File: config.mk
export PLATFORM = sky130hd
export DESIGN_NAME = tcd_queue
export DESIGN_NICKNAME = d
export VERILOG_FILES = /design/src/rtl/core/tcd_pkg.sv /design/src/rtl/core/tcd_queue.sv
export SDC_FILE = /design/constraint.sdc
export NUM_CORES = 1
export LEC_CHECK = 0
export BUFFER_PORTS_ARGS = -buffer_cell sky130_fd_sc_hd__buf_2
export CAP_MARGIN = 20
export CORE_MARGIN = 3
export CORE_UTILIZATION = 51
export DETAILED_ROUTE_END_ITERATION = 8
export HOLD_SLACK_MARGIN = 0.1
export PLACE_DENSITY = 0.74
export REMOVE_ABC_BUFFERS = 1
export SLEW_MARGIN = 15
export SYNTH_ARGS = -nofsm -noshare
export SYNTH_HDL_FRONTEND = slang
export SYNTH_SLANG_ARGS = --single-unit
File: constraint.sdc
create_clock -name clock -period 2.2 [get_ports clock]
set_input_delay 0.44 -clock clock [delete_from_list [all_inputs] [get_ports clock]]
set_output_delay 0.44 -clock clock [all_outputs]
set_load 0.02 [all_outputs]
File: src/rtl/core/tcd_pkg.sv
// Shared constants and types of the tiled CLUT8 texture decoder.
package tcd_pkg;

   localparam int unsigned MAX_DIM         = 512;
   localparam int unsigned PALETTE_ENTRIES = 256;
   localparam int unsigned TILE_WIDTH      = 16;
   localparam int unsigned TILE_HEIGHT     = 8;

   localparam int unsigned KIND_W    = 2;
   localparam int unsigned WORD_W    = 32;
   localparam int unsigned MODE_W    = 2;
   localparam int unsigned DIM_W     = 10;
   localparam int unsigned CHAN_W    = 8;
   localparam int unsigned COLOR_W   = 4 * CHAN_W;
   localparam int unsigned ADDR_W    = 18;
   localparam int unsigned CSR_IDX_W = 2;

   localparam int unsigned PAL_IDX_W = $clog2(PALETTE_ENTRIES);
   localparam int unsigned FILL_W    = PAL_IDX_W + 1;
   localparam int unsigned COL_W     = $clog2(TILE_WIDTH);
   localparam int unsigned ROW_W     = $clog2(TILE_HEIGHT);
   localparam int unsigned TX_W      = $clog2(MAX_DIM / TILE_WIDTH + 1);
   localparam int unsigned TY_W      = $clog2(MAX_DIM / TILE_HEIGHT + 1);

   // Item kinds
   localparam logic [KIND_W-1:0] KIND_START   = 2'd0;
   localparam logic [KIND_W-1:0] KIND_PALETTE = 2'd1;
   localparam logic [KIND_W-1:0] KIND_INDEX   = 2'd2;

   // Color modes
   localparam logic [MODE_W-1:0] MODE_ABGR4444 = 2'd0;
   localparam logic [MODE_W-1:0] MODE_ABGR8888 = 2'd1;

   // Register indexes
   localparam logic [CSR_IDX_W-1:0] CSR_COLOR_MODE   = 2'd0;
   localparam logic [CSR_IDX_W-1:0] CSR_IMAGE_WIDTH  = 2'd1;
   localparam logic [CSR_IDX_W-1:0] CSR_IMAGE_HEIGHT = 2'd2;

   localparam logic [DIM_W-1:0] IMAGE_DIM_RESET = 10'd512;

   typedef enum logic {
      OP_WRITE = 1'b0,
      OP_PIXEL = 1'b1
   } op_type;

   typedef struct packed {
      op_type                op;
      logic [PAL_IDX_W-1:0]  index;
      logic [COLOR_W-1:0]    color;
      logic [ADDR_W-1:0]     address;
      logic                  last;
   } qentry_type;

   typedef struct packed {
      logic [MODE_W-1:0] color_mode;
      logic [DIM_W-1:0]  image_width;
      logic [DIM_W-1:0]  image_height;
   } cfg_type;

endpackage

File: src/rtl/core/tcd_queue.sv
// Short queue of palette writes and pixel lookups between front and back end.
module tcd_queue (
   input  logic                clock,
   input  logic                reset,
   input  logic                push,
   input  tcd_pkg::qentry_type push_entry,
   input  logic                pop,
   output logic                full,
   output logic                head_valid,
   output tcd_pkg::qentry_type head
);

   localparam int unsigned DEPTH = 4;
   localparam int unsigned PTR_W = $clog2(DEPTH);
   localparam int unsigned CNT_W = $clog2(DEPTH + 1);

   tcd_pkg::qentry_type entries_ff [DEPTH];
   logic [PTR_W-1:0] wr_ptr_ff, wr_ptr_in;
   logic [PTR_W-1:0] rd_ptr_ff, rd_ptr_in;
   logic [CNT_W-1:0] count_ff, count_in;

   assign full       = count_ff == CNT_W'(DEPTH);
   assign head_valid = count_ff != '0;
   assign head       = entries_ff[rd_ptr_ff];

   always_comb begin
      wr_ptr_in = push ? wr_ptr_ff + 1'b1 : wr_ptr_ff;
      rd_ptr_in = pop ? rd_ptr_ff + 1'b1 : rd_ptr_ff;
      count_in  = count_ff + CNT_W'(push) - CNT_W'(pop);
   end

   always_ff @(posedge clock) begin
      if (push) begin
         entries_ff[wr_ptr_ff] <= push_entry;
      end
   end

   always_ff @(posedge clock) begin
      if (reset) begin
         wr_ptr_ff <= '0;
         rd_ptr_ff <= '0;
         count_ff  <= '0;
      end else begin
         wr_ptr_ff <= wr_ptr_in;
         rd_ptr_ff <= rd_ptr_in;
         count_ff  <= count_in;
      end
   end

endmodule

==> results_dict.tcl, run 1 <==
set metrics [dict create \
    drt-wirelength-per-cell_um 23.0 \
    synth_top_cell_area_share 0.786 \
    crit_type "reg2out" \
    final_nets 592 \
    dp_hpwl_um 9930 \
    slew_headroom 0.763 \
    regToRegSetupSlack_ns 0.44 \
    final_util 0.670 \
    cap_violations 0 \
    fin_skew_ns 0.00945 \
    tns_ns -7.05 \
    internal_power_mw 8.62 \
    clockBufferDepth 3 \
    netSwitchingPower_mw 2.49 \
    antenna_found_initial 2 \
    clkPwrFrac 0.361 \
    clock_latency_ns 0.50 \
    cp-end-kind "output port" \
    route.detailed.drc 0 \
    start_util 0.526 \
    dpl_worst_slack_ns 0.246 \
    cts_tree "yes" \
    ctsRootBufferMaster "clkbuf_16" \
    first_pass_iters 4 \
    ys_ff_latch 249 \
    overflow 0 \
    die_w_um 140 \
    hold_viol_final 0 \
    core_sq_mm 0.0174 \
    ios 126 \
    die_area_sq_mm 0.0196 \
    rows 48 \
    status "complete, but fails checks" \
    die_h_um 140 \
    violations "setup timing" \
    crit_fanout 5 \
    power_density_mw_per_mm2 952 \
    finalSetupViolCount 60 \
    p_seq_frac 0.497 \
    grt_pass1_vias 4629 \
    hp-class "in2reg" \
    arrival_ns 1.91 \
    swShare 0.224 \
    postSynthCellCount 356 \
    gp_congestion 0.701 \
    start_kind "flop" \
    worstMarginPinSlew_ns 0.356 \
    synth_common_cells "edfxtp_1, mux4_2, dfxtp_1" \
    avgViaCountPerCell 5.53 \
    numCtsBuffers 25 \
    area_growth_pct 27.4 \
    power_mw 11.1 \
    placed_area_sq_mm 0.0102 \
    cts.sinks 249 \
    period_share 1.07 \
    yosysTopAreaCell "edfxtp_1" \
    grt_pass1_wl_um 26600 \
    netlist_area_sq_mm 0.00916 \
    leakagePower_nw 4.01 \
    cts_hold_buf 0 \
    port-buffer-count 125 \
    ant_nets 0 \
    rsz0062_at_grt "yes" \
    htree_levels 1 \
    synth-edff-count 240 \
    async_flop_share 0 \
    synth_ff_type "edfxtp_1" \
    clkTransAtPathRegs_ns 0.06 \
    final.min_clock_period_ns 2.35 \
    fin_area_sq_mm 0.0117 \
    ys_warn_count 0 \
    gr-usage-all-layers 0.175 \
    irDropWorstVdd_v 0.000743 \
    netlist-cell-type-count 21 \
    syn_area_per_cell_sq_um 25.7 \
    vias 4231 \
    final.setup.worst_slack_ns -0.154 \
    drive_gt1_frac 0.475 \
    worstPathRequired_ns 1.76 \
    routed_wl_um 17600 \
    grt_max_degree 29 \
    timing.fmax_ghz 0.425 \
    seq_area_frac_synth 0.806 \
    first_iter_violations 335 \
    yosysMostFrequentCell "edfxtp_1" \
    synthTopCellsByArea "edfxtp_1, mux4_2, dfxtp_1" \
    drv_slew 0 \
    pwr-share-comb 0.142 \
]
through the flow:
step / instances / hold slack (ns)
floorplan: 342 / 0.492
global placement: 704 / 0.501
detailed placement: 704 / 0.546
CTS: 760 / 0.127
global route: 764 / 0.136
finish: 765 / 0.152
worst max-delay path, stage by stage, from the launching register on:
cell	delay, ns
dfxtp_4	0.42
buf_12	0.16
buf_16	0.14
mux4_2	0.54
buf_6	0.16
flip-flops by register name (all words and copies together) (netlist names), named ones only:
name / count
count_ff: 3
entries_ff: 240
wr_ptr_ff: 2
rd_ptr_ff: 2
per-layer routing:
| layer | up-vias | routed length (um) | GRT usage |
|---|---|---|---|
| met3 | 25 | 1000 | 0.0403 |
| met5 | - | 25 | 0 |
| met2 | 126 | 8990 | 0.289 |
| li1 | 1848 | - | - |
| met4 | 4 | 301 | 0.0372 |
| met1 | 2228 | 7300 | 0.246 |
kinds of logic after synthesis:
logic type                 Yosys count  synth area share
DFF                                249             0.806
buffers and inverters               20            0.0205
adders and majority gates            7            0.0104
AOI/OAI and AO/OA                    2           0.00164
and+or+nand+nor                     14           0.00833
muxes                               61             0.149
xor gates and xnor gates             3           0.00451
layout by cell type, fill, tap and decap left out, types with 4 or more instances in the layout:
cell and n:
buf_6 60, dfxtp_1 7, clkbuf_1 7, clkinv_2 4, mux4_2 60, inv_1 6, nor2_1 5, clkbuf_8 4
edfxtp_1 240, buf_16 7, ha_1 6, and2_4 4, buf_2 65, clkbuf_16 29, buf_12 14
layout make-up:
class	instances	area, sq um
antenna	1	2.50
clock buffer	36	707
clock inverter	9	77.6
fill	1128	5740
inverter	6	22.5
multi-input combinational	87	1600
sequential	249	7390
tap	225	282
timing repair buffer	152	1590
power groups by stage:
stage	sequential, mW	clock [mW]	combinational (mW)
5_1_grt	5.54	4.29	1.67
6_report	5.53	4.01	1.58
3_5_place_dp	5.62	0	1.20
4_1_cts	5.53	4.09	1.40
2_1_floorplan	5.67	0	0.687
3_3_place_gp	5.60	0	1.18
timing repair:
| action | 4_1_cts | 5_1_grt |
|---|---|---|
| setup buffers | 5 | 1 |
| resized for setup | 47 | 86 |
| gates cloned | 6 | 4 |
| endpoints found under the setup margin | 60 | 60 |
path summary, 6_finish.rpt:
check / cells after the start / from / end
worst max register to register: 7 / count_ff[0] / count_ff[2]
worst max-delay path: 4 / flop / head[38]
worst min register to register: 2 / rd_ptr_ff[1] / flop
worst min-delay path: 1 / push_entry[20] / entries_ff[0][20]
No activity file was read; power rests on OpenSTA's default activity.
==> run 2: changes to the inputs <==
- CELL_PAD_IN_SITES_DETAIL_PLACEMENT: not set -> 2
- CELL_PAD_IN_SITES_GLOBAL_PLACEMENT: not set -> 2
- CORE_UTILIZATION: 51 -> 40
- PLACE_DENSITY: 0.74 -> 0.73
==> run 2 against run 1 <==
Compared with the run above:
- the run still ends with setup timing left
- die area up 26%
- cell area increased by 0.66%
- largest power group unchanged
- wire length rose by 19%
==> results_dict.tcl, run 2 (same netlist as run 1, synthesis figures left out) <==
set metrics [dict create \
    area_growth_pct 28.2 \
    arrival_ns 1.91 \
    worstMarginPinSlew_ns 0.423 \
    drive_gt1_frac 0.473 \
    slowest_stage "mux4_2" \
    start_kind "flop" \
    die_h_um 157 \
    timing.fmax_ghz 0.425 \
    worstPathRequired_ns 1.76 \
    drt-wirelength-per-cell_um 25.6 \
    layout_commonest_cell "edfxtp_1" \
    route.detailed.drc 0 \
    fill_cells 1853 \
    die_area_sq_mm 0.0248 \
    slew_headroom 0.718 \
    multi_input_area_sq_mm 0.00160 \
    regArea_sq_mm 0.00739 \
    r2r_start "count_ff[0]" \
    die_w_um 157 \
    vias 4257 \
    irDropWorstVdd_v 0.000592 \
    rows 54 \
    final.min_clock_period_ns 2.35 \
    rsz0062_at_grt "yes" \
    ctsRootBufferMaster "clkbuf_16" \
    htree_levels 1 \
    final.setup.worst_slack_ns -0.151 \
    min_path_cells 1 \
    drv_slew 0 \
    crit_buf_inv 3 \
    avgViaCountPerCell 5.19 \
    reg_top3 "entries_ff: 240 flops, count_ff: 3 flops" \
    stdcell_count 821 \
    start_util 0.414 \
    routed_wl_um 21000 \
    power_mw 11.4 \
    ant_nets 0 \
    dp.cells 758 \
    finalSetupViolCount 60 \
    gp_congestion 0.711 \
    first_pass_iters 4 \
    top_register "entries_ff" \
    r2r_end "count_ff[2]" \
    grt_pass1_vias 4843 \
    hold_viol_final 0 \
    clock_latency_ns 0.51 \
    violations "setup timing" \
    leakagePower_nw 4.02 \
    hp-class "in2reg" \
    cap_violations 0 \
    final_util 0.530 \
    port-buffer-count 125 \
    clockBufferDepth 3 \
    whs_ns 0.138 \
    layout_common_cells "edfxtp_1, buf_2, buf_6" \
    final_nets 592 \
    tns_ns -6.58 \
    critical-path-max-stage-delay_ns 0.51 \
    period_share 1.07 \
    crit_path_cell_trace "buf_12 -> clkbuf_16 -> mux4_2 -> buf_6" \
    cp_top_family "multiplexers" \
    crit_fanout 5 \
    critical_path_depth 4 \
    fin_skew_ns 0.00904 \
    ios 126 \
    cts_tree "yes" \
    crit_end "head[58]" \
    core_sq_mm 0.0222 \
    power_density_mw_per_mm2 967 \
    grt_pass1_wl_um 31100 \
    largest_reg_flops 240 \
    crit_type "reg2out" \
    grt_max_degree 61 \
    antenna_found_initial 2 \
    numCtsBuffers 26 \
    dp_hpwl_um 12600 \
    insertedDiodeCount 0 \
    first_iter_violations 280 \
    cts.sinks 249 \
    overflow 0 \
    status "complete, but fails checks" \
    reg2reg_depth 7 \
    cp-end-kind "output port" \
    clkTransAtPathRegs_ns 0.06 \
    regToRegSetupSlack_ns 0.42 \
    gr-usage-all-layers 0.170 \
]
## run 2: final cells by class
cell class | instances | area share
clock buffers | 34 | 0.0606
clock inverters | 14 | 0.0102
inverters | 6 | 0.00192
multi-input cells | 87 | 0.136
flip-flops and latches | 249 | 0.629
well taps | 280 | 0.0298
repair buffers | 151 | 0.132
## run 2: power breakdown
part	switching [mW]	internal (mW)
Sequential	0.0754	5.45
Combinational	0.791	0.817
Clock	1.73	2.51
## run 2: per-stage QoR
| step | instance area [sq um] | setup slack (ns) |
|---|---|---|
| 6_report | 11800 | -0.151 |
| 5_1_grt | 11800 | -0.205 |
| 4_1_cts | 11400 | -0.184 |
| 3_5_place_dp | 10200 | 0.202 |
| 3_3_place_gp | 10200 | 0.235 |
| 2_1_floorplan | 9000 | -1.53 |
## run 2: how the worst min path moves through the flow
stage                        endpoint           start
floorplan                        flop    rd_ptr_ff[1]
global placement                 flop    rd_ptr_ff[1]
detailed placement               flop    rd_ptr_ff[0]
CTS                 entries_ff[0][53]  push_entry[53]
global route        entries_ff[0][46]  push_entry[46]
finish              entries_ff[0][53]  push_entry[53]
## run 2: metal layers
metal | track usage | up-vias | part of all wire
met5 | 0 | - | 0.0019
met4 | 0.0322 | 4 | 0.013
met3 | 0.0415 | 29 | 0.054
met2 | 0.291 | 115 | 0.52
met1 | 0.224 | 2260 | 0.42
li1 | - | 1849 | -
## run 2: repair_timing
action / 4_1_cts / 5_1_grt
pin swaps: 0 / 0
setup buffers: 5 / 0
setup endpoints to repair: 60 / 60
hold buffers: 0 / 0
gates resized for setup: 56 / 75
cloned: 6 / 4
