## src/rtl/core/tcd_pkg.sv

```systemverilog
// Shared constants and types of the tiled CLUT8 texture decoder.
package tcd_pkg;

   localparam int unsigned MAX_DIM         = 512;
   localparam int unsigned PALETTE_ENTRIES = 256;
   localparam int unsigned TILE_WIDTH      = 16;
   localparam int unsigned TILE_HEIGHT     = 8;

   localparam int unsigned KIND_W    = 2;
   localparam int unsigned WORD_W    = 32;
   localparam int unsigned MODE_W    = 2;
   localparam int unsigned DIM_W     = 10;
   localparam int unsigned CHAN_W    = 8;
   localparam int unsigned COLOR_W   = 4 * CHAN_W;
   localparam int unsigned ADDR_W    = 18;
   localparam int unsigned CSR_IDX_W = 2;

   localparam int unsigned PAL_IDX_W = $clog2(PALETTE_ENTRIES);
   localparam int unsigned FILL_W    = PAL_IDX_W + 1;
   localparam int unsigned COL_W     = $clog2(TILE_WIDTH);
   localparam int unsigned ROW_W     = $clog2(TILE_HEIGHT);
   localparam int unsigned TX_W      = $clog2(MAX_DIM / TILE_WIDTH + 1);
   localparam int unsigned TY_W      = $clog2(MAX_DIM / TILE_HEIGHT + 1);

   // Item kinds
   localparam logic [KIND_W-1:0] KIND_START   = 2'd0;
   localparam logic [KIND_W-1:0] KIND_PALETTE = 2'd1;
   localparam logic [KIND_W-1:0] KIND_INDEX   = 2'd2;

   // Color modes
   localparam logic [MODE_W-1:0] MODE_ABGR4444 = 2'd0;
   localparam logic [MODE_W-1:0] MODE_ABGR8888 = 2'd1;

   // Register indexes
   localparam logic [CSR_IDX_W-1:0] CSR_COLOR_MODE   = 2'd0;
   localparam logic [CSR_IDX_W-1:0] CSR_IMAGE_WIDTH  = 2'd1;
   localparam logic [CSR_IDX_W-1:0] CSR_IMAGE_HEIGHT = 2'd2;

   localparam logic [DIM_W-1:0] IMAGE_DIM_RESET = 10'd512;

   typedef enum logic {
      OP_WRITE = 1'b0,
      OP_PIXEL = 1'b1
   } op_type;

   typedef struct packed {
      op_type                op;
      logic [PAL_IDX_W-1:0]  index;
      logic [COLOR_W-1:0]    color;
      logic [ADDR_W-1:0]     address;
      logic                  last;
   } qentry_type;

   typedef struct packed {
      logic [MODE_W-1:0] color_mode;
      logic [DIM_W-1:0]  image_width;
      logic [DIM_W-1:0]  image_height;
   } cfg_type;

endpackage

```

## src/rtl/core/tcd_front.sv

```systemverilog
// Front end: accepts items, tracks palette fill and tile position, builds queue entries.
module tcd_front (
   input  logic                       clock,
   input  logic                       reset,
   input  logic                       req_valid,
   output logic                       req_ready,
   input  logic [tcd_pkg::KIND_W-1:0] req_kind,
   input  logic [tcd_pkg::WORD_W-1:0] req_data_word,
   input  tcd_pkg::cfg_type           cfg,
   input  logic                       queue_full,
   output logic                       push,
   output tcd_pkg::qentry_type        push_entry
);

   localparam int unsigned PROD_W = 2 * tcd_pkg::DIM_W;

   logic [tcd_pkg::FILL_W-1:0] fill_ff, fill_in;
   logic [tcd_pkg::COL_W-1:0]  col_ff, col_in;
   logic [tcd_pkg::ROW_W-1:0]  row_ff, row_in;
   logic [tcd_pkg::TX_W-1:0]   tcol_ff, tcol_in;
   logic [tcd_pkg::TY_W-1:0]   trow_ff, trow_in;

   logic                         accept;
   logic                         oversize;
   logic [tcd_pkg::TX_W-1:0]     tiles_x;
   logic [tcd_pkg::TY_W-1:0]     tiles_y;
   logic                         past_tiles;
   logic                         emit;
   logic                         last;
   logic                         table_open;
   logic [tcd_pkg::TX_W:0]       tcol_inc;
   logic [tcd_pkg::DIM_W-1:0]    pos_x;
   logic [tcd_pkg::DIM_W-1:0]    pos_y;
   logic [PROD_W-1:0]            addr_full;
   logic [tcd_pkg::COLOR_W-1:0]  color_dec;

   assign req_ready = !queue_full;
   assign accept    = req_valid && !queue_full;

   always_comb begin
      oversize = (32'(cfg.image_width) > tcd_pkg::MAX_DIM) ||
                 (32'(cfg.image_height) > tcd_pkg::MAX_DIM);
      tiles_x  = oversize ? '0 : tcd_pkg::TX_W'(cfg.image_width / tcd_pkg::TILE_WIDTH);
      tiles_y  = oversize ? '0 : tcd_pkg::TY_W'(cfg.image_height / tcd_pkg::TILE_HEIGHT);
      past_tiles = trow_ff >= tiles_y;
      emit       = !past_tiles && (tcol_ff < tiles_x);
      last       = emit && (trow_ff == tiles_y - tcd_pkg::TY_W'(1)) &&
                   (tcol_ff == tiles_x - tcd_pkg::TX_W'(1)) &&
                   (row_ff == tcd_pkg::ROW_W'(tcd_pkg::TILE_HEIGHT - 1)) &&
                   (col_ff == tcd_pkg::COL_W'(tcd_pkg::TILE_WIDTH - 1));
      table_open = fill_ff < tcd_pkg::FILL_W'(tcd_pkg::PALETTE_ENTRIES);
      tcol_inc   = (tcd_pkg::TX_W + 1)'(tcol_ff) + 1'b1;
   end

   always_comb begin
      pos_x = tcd_pkg::DIM_W'(tcol_ff) * tcd_pkg::DIM_W'(tcd_pkg::TILE_WIDTH) +
              tcd_pkg::DIM_W'(col_ff);
      pos_y = tcd_pkg::DIM_W'(trow_ff) * tcd_pkg::DIM_W'(tcd_pkg::TILE_HEIGHT) +
              tcd_pkg::DIM_W'(row_ff);
      addr_full = PROD_W'(pos_y) * PROD_W'(cfg.image_width) + PROD_W'(pos_x);
   end

   // Nibble times 17 is the nibble repeated in both halves of the byte.
   always_comb begin
      unique case (cfg.color_mode)
         tcd_pkg::MODE_ABGR4444: begin
            color_dec = {req_data_word[15:12], req_data_word[15:12],
                         req_data_word[11:8],  req_data_word[11:8],
                         req_data_word[7:4],   req_data_word[7:4],
                         req_data_word[3:0],   req_data_word[3:0]};
         end
         tcd_pkg::MODE_ABGR8888: begin
            color_dec = req_data_word;
         end
         default: begin
            color_dec = '0;
         end
      endcase
   end

   always_comb begin
      fill_in = fill_ff;
      col_in  = col_ff;
      row_in  = row_ff;
      tcol_in = tcol_ff;
      trow_in = trow_ff;
      push    = 1'b0;
      push_entry.op      = tcd_pkg::OP_PIXEL;
      push_entry.index   = req_data_word[tcd_pkg::PAL_IDX_W-1:0];
      push_entry.color   = color_dec;
      push_entry.address = addr_full[tcd_pkg::ADDR_W-1:0];
      push_entry.last    = last;
      if (accept) begin
         unique case (req_kind)
            tcd_pkg::KIND_START: begin
               fill_in = '0;
               col_in  = '0;
               row_in  = '0;
               tcol_in = '0;
               trow_in = '0;
            end
            tcd_pkg::KIND_PALETTE: begin
               if (table_open) begin
                  push             = 1'b1;
                  push_entry.op    = tcd_pkg::OP_WRITE;
                  push_entry.index = fill_ff[tcd_pkg::PAL_IDX_W-1:0];
                  fill_in          = fill_ff + 1'b1;
               end
            end
            tcd_pkg::KIND_INDEX: begin
               if (!past_tiles) begin
                  push = emit;
                  // advance column, then row, tile column and tile row on wrap
                  if (col_ff == tcd_pkg::COL_W'(tcd_pkg::TILE_WIDTH - 1)) begin
                     col_in = '0;
                     if (row_ff == tcd_pkg::ROW_W'(tcd_pkg::TILE_HEIGHT - 1)) begin
                        row_in = '0;
                        if (tcol_inc >= (tcd_pkg::TX_W + 1)'(tiles_x)) begin
                           tcol_in = '0;
                           trow_in = trow_ff + 1'b1;
                        end else begin
                           tcol_in = tcol_inc[tcd_pkg::TX_W-1:0];
                        end
                     end else begin
                        row_in = row_ff + 1'b1;
                     end
                  end else begin
                     col_in = col_ff + 1'b1;
                  end
               end
            end
            default: begin
            end
         endcase
      end
   end

   always_ff @(posedge clock) begin
      if (reset) begin
         fill_ff <= '0;
         col_ff  <= '0;
         row_ff  <= '0;
         tcol_ff <= '0;
         trow_ff <= '0;
      end else begin
         fill_ff <= fill_in;
         col_ff  <= col_in;
         row_ff  <= row_in;
         tcol_ff <= tcol_in;
         trow_ff <= trow_in;
      end
   end

endmodule

```

## config.mk

```make
export PLATFORM = sky130hd
export DESIGN_NAME = tcd_front
export DESIGN_NICKNAME = d
export VERILOG_FILES = /design/src/rtl/core/tcd_pkg.sv /design/src/rtl/core/tcd_front.sv
export SDC_FILE = /design/constraint.sdc
export NUM_CORES = 1
export LEC_CHECK = 0
export ABC_AREA = 0
export BUFFER_PORTS_ARGS = -buffer_cell sky130_fd_sc_hd__buf_2
export CAP_MARGIN = 30
export CORE_MARGIN = 3
export CORE_UTILIZATION = 53
export DETAILED_ROUTE_END_ITERATION = 12
export PLACE_DENSITY = 0.8
export SYNTH_ARGS = -nofsm -noshare
export SYNTH_HDL_FRONTEND = slang
export SYNTH_SLANG_ARGS = --single-unit
```

## constraint.sdc

```tcl
create_clock -name clock -period 8.43 [get_ports clock]
set_clock_uncertainty 0.15 [all_clocks]
set_input_delay 1.686 -clock clock [delete_from_list [all_inputs] [get_ports clock]]
set_output_delay 1.686 -clock clock [all_outputs]
set_load 0.005 [all_outputs]
```

==> impl_results.md, run 1 <==
- Nets@finish: 1,140
- DRT iter0 DRCs: 427
- Min-delay worst type: register to register
- Setup tns final: 0 ps
- Max Root-Sink Buffers: 2
- Hold_ws: 324 ps
- Port Buf Inserts: 121
- Reg-to-reg endpoint: trow_ff[5]
- Post-route core utilization: 63.9%
- MaxCap Viol Count: 0
- Clk slew on worst S/H paths: 50 ps
- DRT Wirelength: 15.6 mm
- CP Launch Type: primary input
- Area after DPL: 7310 um2
- Post-synth top flop: dfxtp_1
- Total global routing overflow: 0
- Hpwl dp: 12.8 mm
- Worst skew pair latency: 270 ps
- Req. time, crit path: 6590 ps
- Critical path fanouts, max: 5
- WP data arrival: 6330 ps
- Core Area: 11,700 um2
- Clock Sinks: 29
- Clock buffer count from CTS: 5
- Internal reg-to-reg setup slack: 5180 ps
- Worst-margin pin slew: 722 ps
- Unrepaired setup endpoints after global routing: no
- Worst Setup Path Type: primary input to output port
- Worst Setup End Kind: output port
- Mapped Area: 6530 um2
- Period utilization: 96.8%
- Vias in the first global route: 5,408
- Via density: 5.52
- Setup bufs post-CTS: 0
- Chip width: 117 um
- Hold Crit Start: fill_ff[8]
- Post-synth EDFFs: 0
- Worst Hold End: fill_ff[8]
- Commonest non-fill, non-tap cell in the layout: buf_2
- Run status: completed
- Fraction of registers with async set/reset: 0%
- Ys Warns: 0
- Routed vias: 5,924
- DRC errors left: 0
- Maximum VDD drop: 0.0598 mV
- Clock Root Buffer: clkbuf_16
- Endpoints failing setup: 0
- Gate power share: 27.5%
- Fin crit period: 8160 ps
- Count of inserted antenna diode cells: 0
- Row count: 39
- Startpoint of the worst register-to-register path: tcol_ff[0]
- Pin count of the biggest net entering global routing: 41
- Fin. max-slew vios: 0
- LEAKAGE: 0.00389 uW
- Drt pass-1 iters: 5
- Share of layout cells above drive strength 1: 19.0%
- Synthesized area per cell: 7.95 um2
- Number of top-level design ports: 122
- Sw Ratio: 29.9%
- Reg power frac: 32.7%
- Final ANT Viol Nets: 0
- Synthesized net count: 1,031
- Most frequent cells in the layout: buf_2 (121), nand2_1 (115), inv_1 (114)
- # H-tree levels: 2
- Die Y: 117 um
- Placer congestion estimate: 0.893
- P_int: 297 uW
- Worst Hold Path Cells: 2
- WL per Instance: 14.5 um
- Antenna violations before repair: 1
- TritonCTS clock tree: built
- Yosys cell types: 56
- Post-place setup slack: 26.3 ps
- Die area: 13,700 um2
- Worst Reg-to-Reg Cells: 11
- Post-route setup slack: 268 ps
- Initial Util: 55.7%
- Global-route wire length before repair: 25.8 mm
- Seq cells post-synth: 29
- GRT Total Usage: 22.9%
- Crit path from: cfg[13]
- Power density over cell area: 56.6 nW/um2
- Layout area overhead: 14.6%
- Sequential area share after synthesis: 8.90%
- Post-route cell area: 7480 um2
- Clk pwr share: 39.8%
- Worst slew margin: 51.6%
- Final Hold Violating Endpoints: 0
- Fmax: 0.123 GHz
- Net Switching: 126 uW
- Cells after Synth: 821
-- worst max-delay path, stage by stage --
cell      delay (ps)
buf_2            130
buf_4            130
nand2_1           70
fa_1             570
inv_1             60
fa_1             450
ha_1             330
fa_1             540
inv_1             50
fa_1             520
inv_1             40
ha_1             300
buf_4            160
or2_2            290
a21oi_1          190
a211oi_1         110
o31ai_1          220
buf_4            170
nand4b_1          90
o211ai_1         100
buf_2            140
-- power by group through the flow --
stage | Combinational (uW) | Clock [uW] | Sequential [uW]
final | 116 | 168 | 138
after global placement | 113 | 0 | 141
after detailed placement | 115 | 0 | 141
after global routing | 130 | 175 | 138
after CTS | 116 | 169 | 138
after floorplan | 68.3 | 0 | 141
-- through the flow --
stage / cells / power [uW]
floorplan: 821 / 209
global placement: 1066 / 254
detailed placement: 1066 / 257
CTS: 1074 / 423
global route: 1074 / 443
finish: 1074 / 423
-- synthesized netlist by cell type, drive strengths merged (5+ instances only) --
cell	n	share of area, %
clkbuf	33	1.9
ha	79	15
xor2	11	1.5
mux2	10	1.7
fa	71	22
nor3	8	0.61
o21ai	11	0.84
nor2	30	1.7
a21oi	57	4.4
nand3	19	1.5
buf	9	0.67
inv	114	6.6
xnor2	26	3.5
nand3b	7	0.81
dfxtp	29	8.9
nand2	115	6.6
or2	5	0.48
a211oi	9	1.0
mux2i	15	2.3
nor2b	12	1.2
o211ai	12	1.4
and2	51	4.9
o21a	10	1.2
or3	12	1.2
o2111ai	6	0.81
nand2b	16	1.5
nand4	5	0.48
-- cells by family after synthesis --
family | synth area share [%]
simple gates | 23.1
buf+inv | 9.13
fa+ha+maj | 36.9
compound gates | 13.0
xor+xnor | 4.97
flops | 8.90
mux | 4.03
-- sequential cells by signal, indices dropped and copies added, names as in the netlist --
register  cells
col_ff        4
fill_ff       9
row_ff        3
tcol_ff       6
trow_ff       7
-- worst max-delay path by stage --
stage                     endpoint  slack [ps]
floorplan           push_entry[16]         100
global placement    push_entry[16]          90
detailed placement  push_entry[16]          30
CTS                 push_entry[16]          20
global route        push_entry[17]          10
finish              push_entry[17]         270
-- layer usage --
metal  GRT usage (%)  part of all wire, %  vias to the layer above
met2            38.1                   49                      189
met3            1.44                  5.9                       29
met1            33.0                   44                     2785
met4            5.43                  1.5                        2
li1                -                    -                     2919
met5               0                0.032                        -
-- repair_timing --
| item | 4_1_cts | 5_1_grt |
|---|---|---|
| endpoints found under the setup margin | 0 | 3 |
| gates resized for setup | 0 | 5 |
| hold buffers | 0 | 0 |
-- cell type report --
class,instances,area [um2]
flip-flops and latches,29,581
clock buffers,6,129
fillers,1022,4230
well taps,143,179
inverters,114,428
repair buffers,144,778
multi-input cells,636,5370
clock inverters,2,10.0
Note: power is estimated with default switching activity, not from simulation.
==> inputs of run 2 (changes only) <==
- ABC_AREA: 0 -> 1
- CORE_ASPECT_RATIO: not set -> 0.8
==> run 2 against run 1 <==
Compared with the run above: core utilization decreased by 1.4 points; first-iteration DRC count up 21%; clock power hardly changed; setup slack better by 27 ps; wire length rose by 9.6%; total power increased by 9.9%; register-to-register slack got worse by 420 ps; worst hold slack got worse by 12 ps; global-route usage up 2.6 points; sequential power increased by 4%; via count increased by 7.8%; synthesized cell count grew 19%.
==> impl_results.md, run 2 <==
- Final Hold Violating Endpoints: 0 (unchanged)
- Worst Hold Path Cells: 2 (unchanged)
- DRC errors left: 0 (unchanged)
- Clock buffer count from CTS: 5 (unchanged)
- Nets@finish: 1,279 (was 1,140)
- TritonCTS clock tree: built (unchanged)
- Req. time, crit path: 6590 ps (about the same)
- Fraction of registers with async set/reset: 0% (unchanged)
- Unrepaired setup endpoints after global routing: no (unchanged)
- Min-delay worst type: register to register (unchanged)
- Synthesized net count: 1,183 (was 1,031)
- Vias in the first global route: 6,207 (was 5,408)
- Hold-fix buffers, CTS: 0 (unchanged)
- Ys Warns: 0 (unchanged)
- Hold Crit Start: fill_ff[8] (unchanged)
- Via density: 5.24 (was 5.52)
- Final ANT Viol Nets: 0 (unchanged)
- Power density over cell area: 63.2 nW/um2 (was 56.6 nW/um2)
- Clock Sinks: 29 (unchanged)
- Multi-input logic area: 4920 um2 (was 5370 um2)
- Initial Util: 55.5% (was 55.7%)
- Yosys top cell by area: fa_1 (unchanged)
- Layout area overhead: 12.6% (was 14.6%)
- Max Root-Sink Buffers: 2 (unchanged)
- Fmax: 0.123 GHz (about the same)
- # H-tree levels: 2 (unchanged)
- Internal reg-to-reg setup slack: 4760 ps (was 5180 ps)
- DRT iter0 DRCs: 518 (was 427)
- Endpoints failing setup: 0 (unchanged)
- Count of inserted antenna diode cells: 0 (unchanged)
- Total global routing overflow: 0 (unchanged)
- Most flops, register: fill_ff (unchanged)
- WL per Instance: 14.1 um (was 14.5 um)
- Run status: completed (unchanged)
- Number of top-level design ports: 122 (unchanged)
- Worst slew margin: 32.7% (was 51.6%)
- Share of layout cells above drive strength 1: 13.6% (was 19.0%)
- WP data arrival: 6300 ps (was 6330 ps)
- Pin count of the biggest net entering global routing: 29 (was 41)
- Crit path from: cfg[16] (was cfg[13])
- Period utilization: 96.5% (was 96.8%)
- Worst Setup Path Type: primary input to output port (unchanged)
- Routed vias: 6,384 (was 5,924)
- Commonest non-fill, non-tap cell in the layout: inv_1 (was buf_2)
- Placer congestion estimate: 0.933 (was 0.893)
- Seq cells post-synth: 29 (unchanged)
- Worst Hold End: fill_ff[8] (unchanged)
- Hold_ws: 312 ps (was 324 ps)
- Worst Reg-to-Reg Cells: 11 (unchanged)
- Fin crit period: 8140 ps (was 8160 ps)
- Sequential area share after synthesis: 8.88% (was 8.90%)
- Die area: 13,700 um2 (about the same)
- Startpoint of the worst register-to-register path: trow_ff[2] (was tcol_ff[0])
- GRT Total Usage: 25.6% (was 22.9%)
- Register Area: 581 um2 (unchanged)
- Die Y: 105 um (was 117 um)
- Reg-to-reg endpoint: tcol_ff[4] (was trow_ff[5])
- Share of the synthesized area in the top cell type: 21.7% (was 21.8%)
- Pwr Total: 465 uW (was 423 uW)
- Worst-margin pin slew: 1010 ps (was 722 ps)
- DRT Wirelength: 17.1 mm (was 15.6 mm)
- Fin. max-slew vios: 0 (unchanged)
- Post-synth EDFFs: 0 (unchanged)
- Antenna violations before repair: 0 (was 1)
- Post-synth top flop: dfxtp_1 (unchanged)
- Clk slew on worst S/H paths: 50 ps (about the same)
- MaxCap Viol Count: 0 (unchanged)
- Max FFs per register: 9 (unchanged)
- Core Area: 11,800 um2 (was 11,700 um2)
- Post-place setup slack: 237 ps (was 26.3 ps)
- Post-route core utilization: 62.5% (was 63.9%)
- Worst skew pair latency: 280 ps (was 270 ps)
- Setup tns final: 0 ps (unchanged)
- Worst Setup End Kind: output port (unchanged)
- Setup bufs post-CTS: 0 (unchanged)
- Synthesized area per cell: 6.72 um2 (was 7.95 um2)
- Maximum VDD drop: 0.0614 mV (was 0.0598 mV)
- Fillers: 1,116 (was 1,022)
- Clock Root Buffer: clkbuf_16 (unchanged)
- Yosys cell types: 37 (was 56)
- Port Buf Inserts: 121 (unchanged)
- Cell with the most instances after synthesis: inv_1 (was nand2_1)
- Cts repair resizes: 0 (unchanged)
- Post-route setup slack: 294 ps (was 268 ps)
- Cells after Synth: 973 (was 821)
- Top post-synthesis cells by count: inv_1 (233), nand2_1 (230), ha_1 (79) (was nand2_1 (115), inv_1 (114), ha_1 (79))
- Largest registers: fill_ff: 9 flops, trow_ff: 7 flops, tcol_ff: 6 flops (unchanged)
- Drt pass-1 iters: 6 (was 5)
- Row count: 35 (was 39)
- Hpwl dp: 13.9 mm (was 12.8 mm)
- Global-route wire length before repair: 28.8 mm (was 25.8 mm)
- CP Launch Type: primary input (unchanged)
- Most frequent cells in the layout: inv_1 (233), nand2_1 (230), buf_2 (121) (was buf_2 (121), nand2_1 (115), inv_1 (114))
- Critical path fanouts, max: 14 (was 5)
- LEAKAGE: 0.00450 uW (was 0.00389 uW)
- Synth top area cells: fa_1 (22%), ha_1 (15%), inv_1 (13%) (was fa_1 (22%), ha_1 (15%), dfxtp_1 (8.9%))
- Mapped Area: 6540 um2 (was 6530 um2)
- Chip width: 130 um (was 117 um)
[run 2: cell types whose count changed after synthesis, moves of 13 or more]
cell / change
a21oi_1: -13
nand4_1: +17
inv_1: +119
and2_1: -51
xor2_1: +14
xnor2_1: -19
mux2i_1: -15
nand2_1: +115
nand3_1: +31
nand2b_1: -16
o21ai_0: +31
nor2_1: +23
[run 2: stage by stage]
stage               instances  instance area [um2]
finish                   1218                 7360
global route             1218                 7360
CTS                      1218                 7360
detailed placement       1210                 7220
global placement         1210                 7220
floorplan                 973                 6540
[run 2: worst max-delay path by stage]
stage | to | slack [ps]
finish | push_entry[15] | 290
global route | push_entry[15] | 50
CTS | push_entry[15] | 230
detailed placement | push_entry[15] | 240
global placement | push_entry[15] | 350
floorplan | push_entry[15] | 610
[run 2: logic make-up after synthesis]
kind of cell,Yosys count,synth area share (%)
AO/OA/AOI/OAI,111,9.43
XOR/XNOR,32,4.29
adder cells (fa/ha/maj),150,36.8
buffers and inverters,273,15.9
flip-flops,29,8.88
AND/OR/NAND/NOR,378,24.7
[run 2: worst max-delay path, stage by stage]
cell      delay [ps]
buf_2            260
nand2_1          140
fa_1             540
fa_1             490
inv_1             60
fa_1             500
fa_1             540
inv_1             50
fa_1             530
inv_1             40
ha_1             330
a21oi_1          190
o21ai_1          130
a21boi_0         350
o21ai_0          170
xor2_1           160
buf_2            130
[run 2: power breakdown]
part           internal [uW]  leakage (uW)  switching (uW)
sequential               139      0.000234            4.23
combinational           58.1       0.00419            92.8
clock                    108     0.0000696            63.1
total                    305       0.00450             160
[run 2: metal layers]
metal | GRT usage [%] | routed length (um)
met3 | 3.80 | 1280
met5 | 0 | 0
met4 | 5.42 | 235
met1 | 36.1 | 7820
met2 | 41.6 | 7790
[run 2: area by class of cell]
class / instances / share of cell area, %
Tap cell: 148 / 2.52
Clock buffer: 5 / 1.70
Clock inverter: 3 / 0.238
Timing Repair Buffer: 127 / 8.84
Sequential cell: 29 / 7.89
Multi-Input combinational cell: 671 / 66.8
Inverter: 235 / 12.0
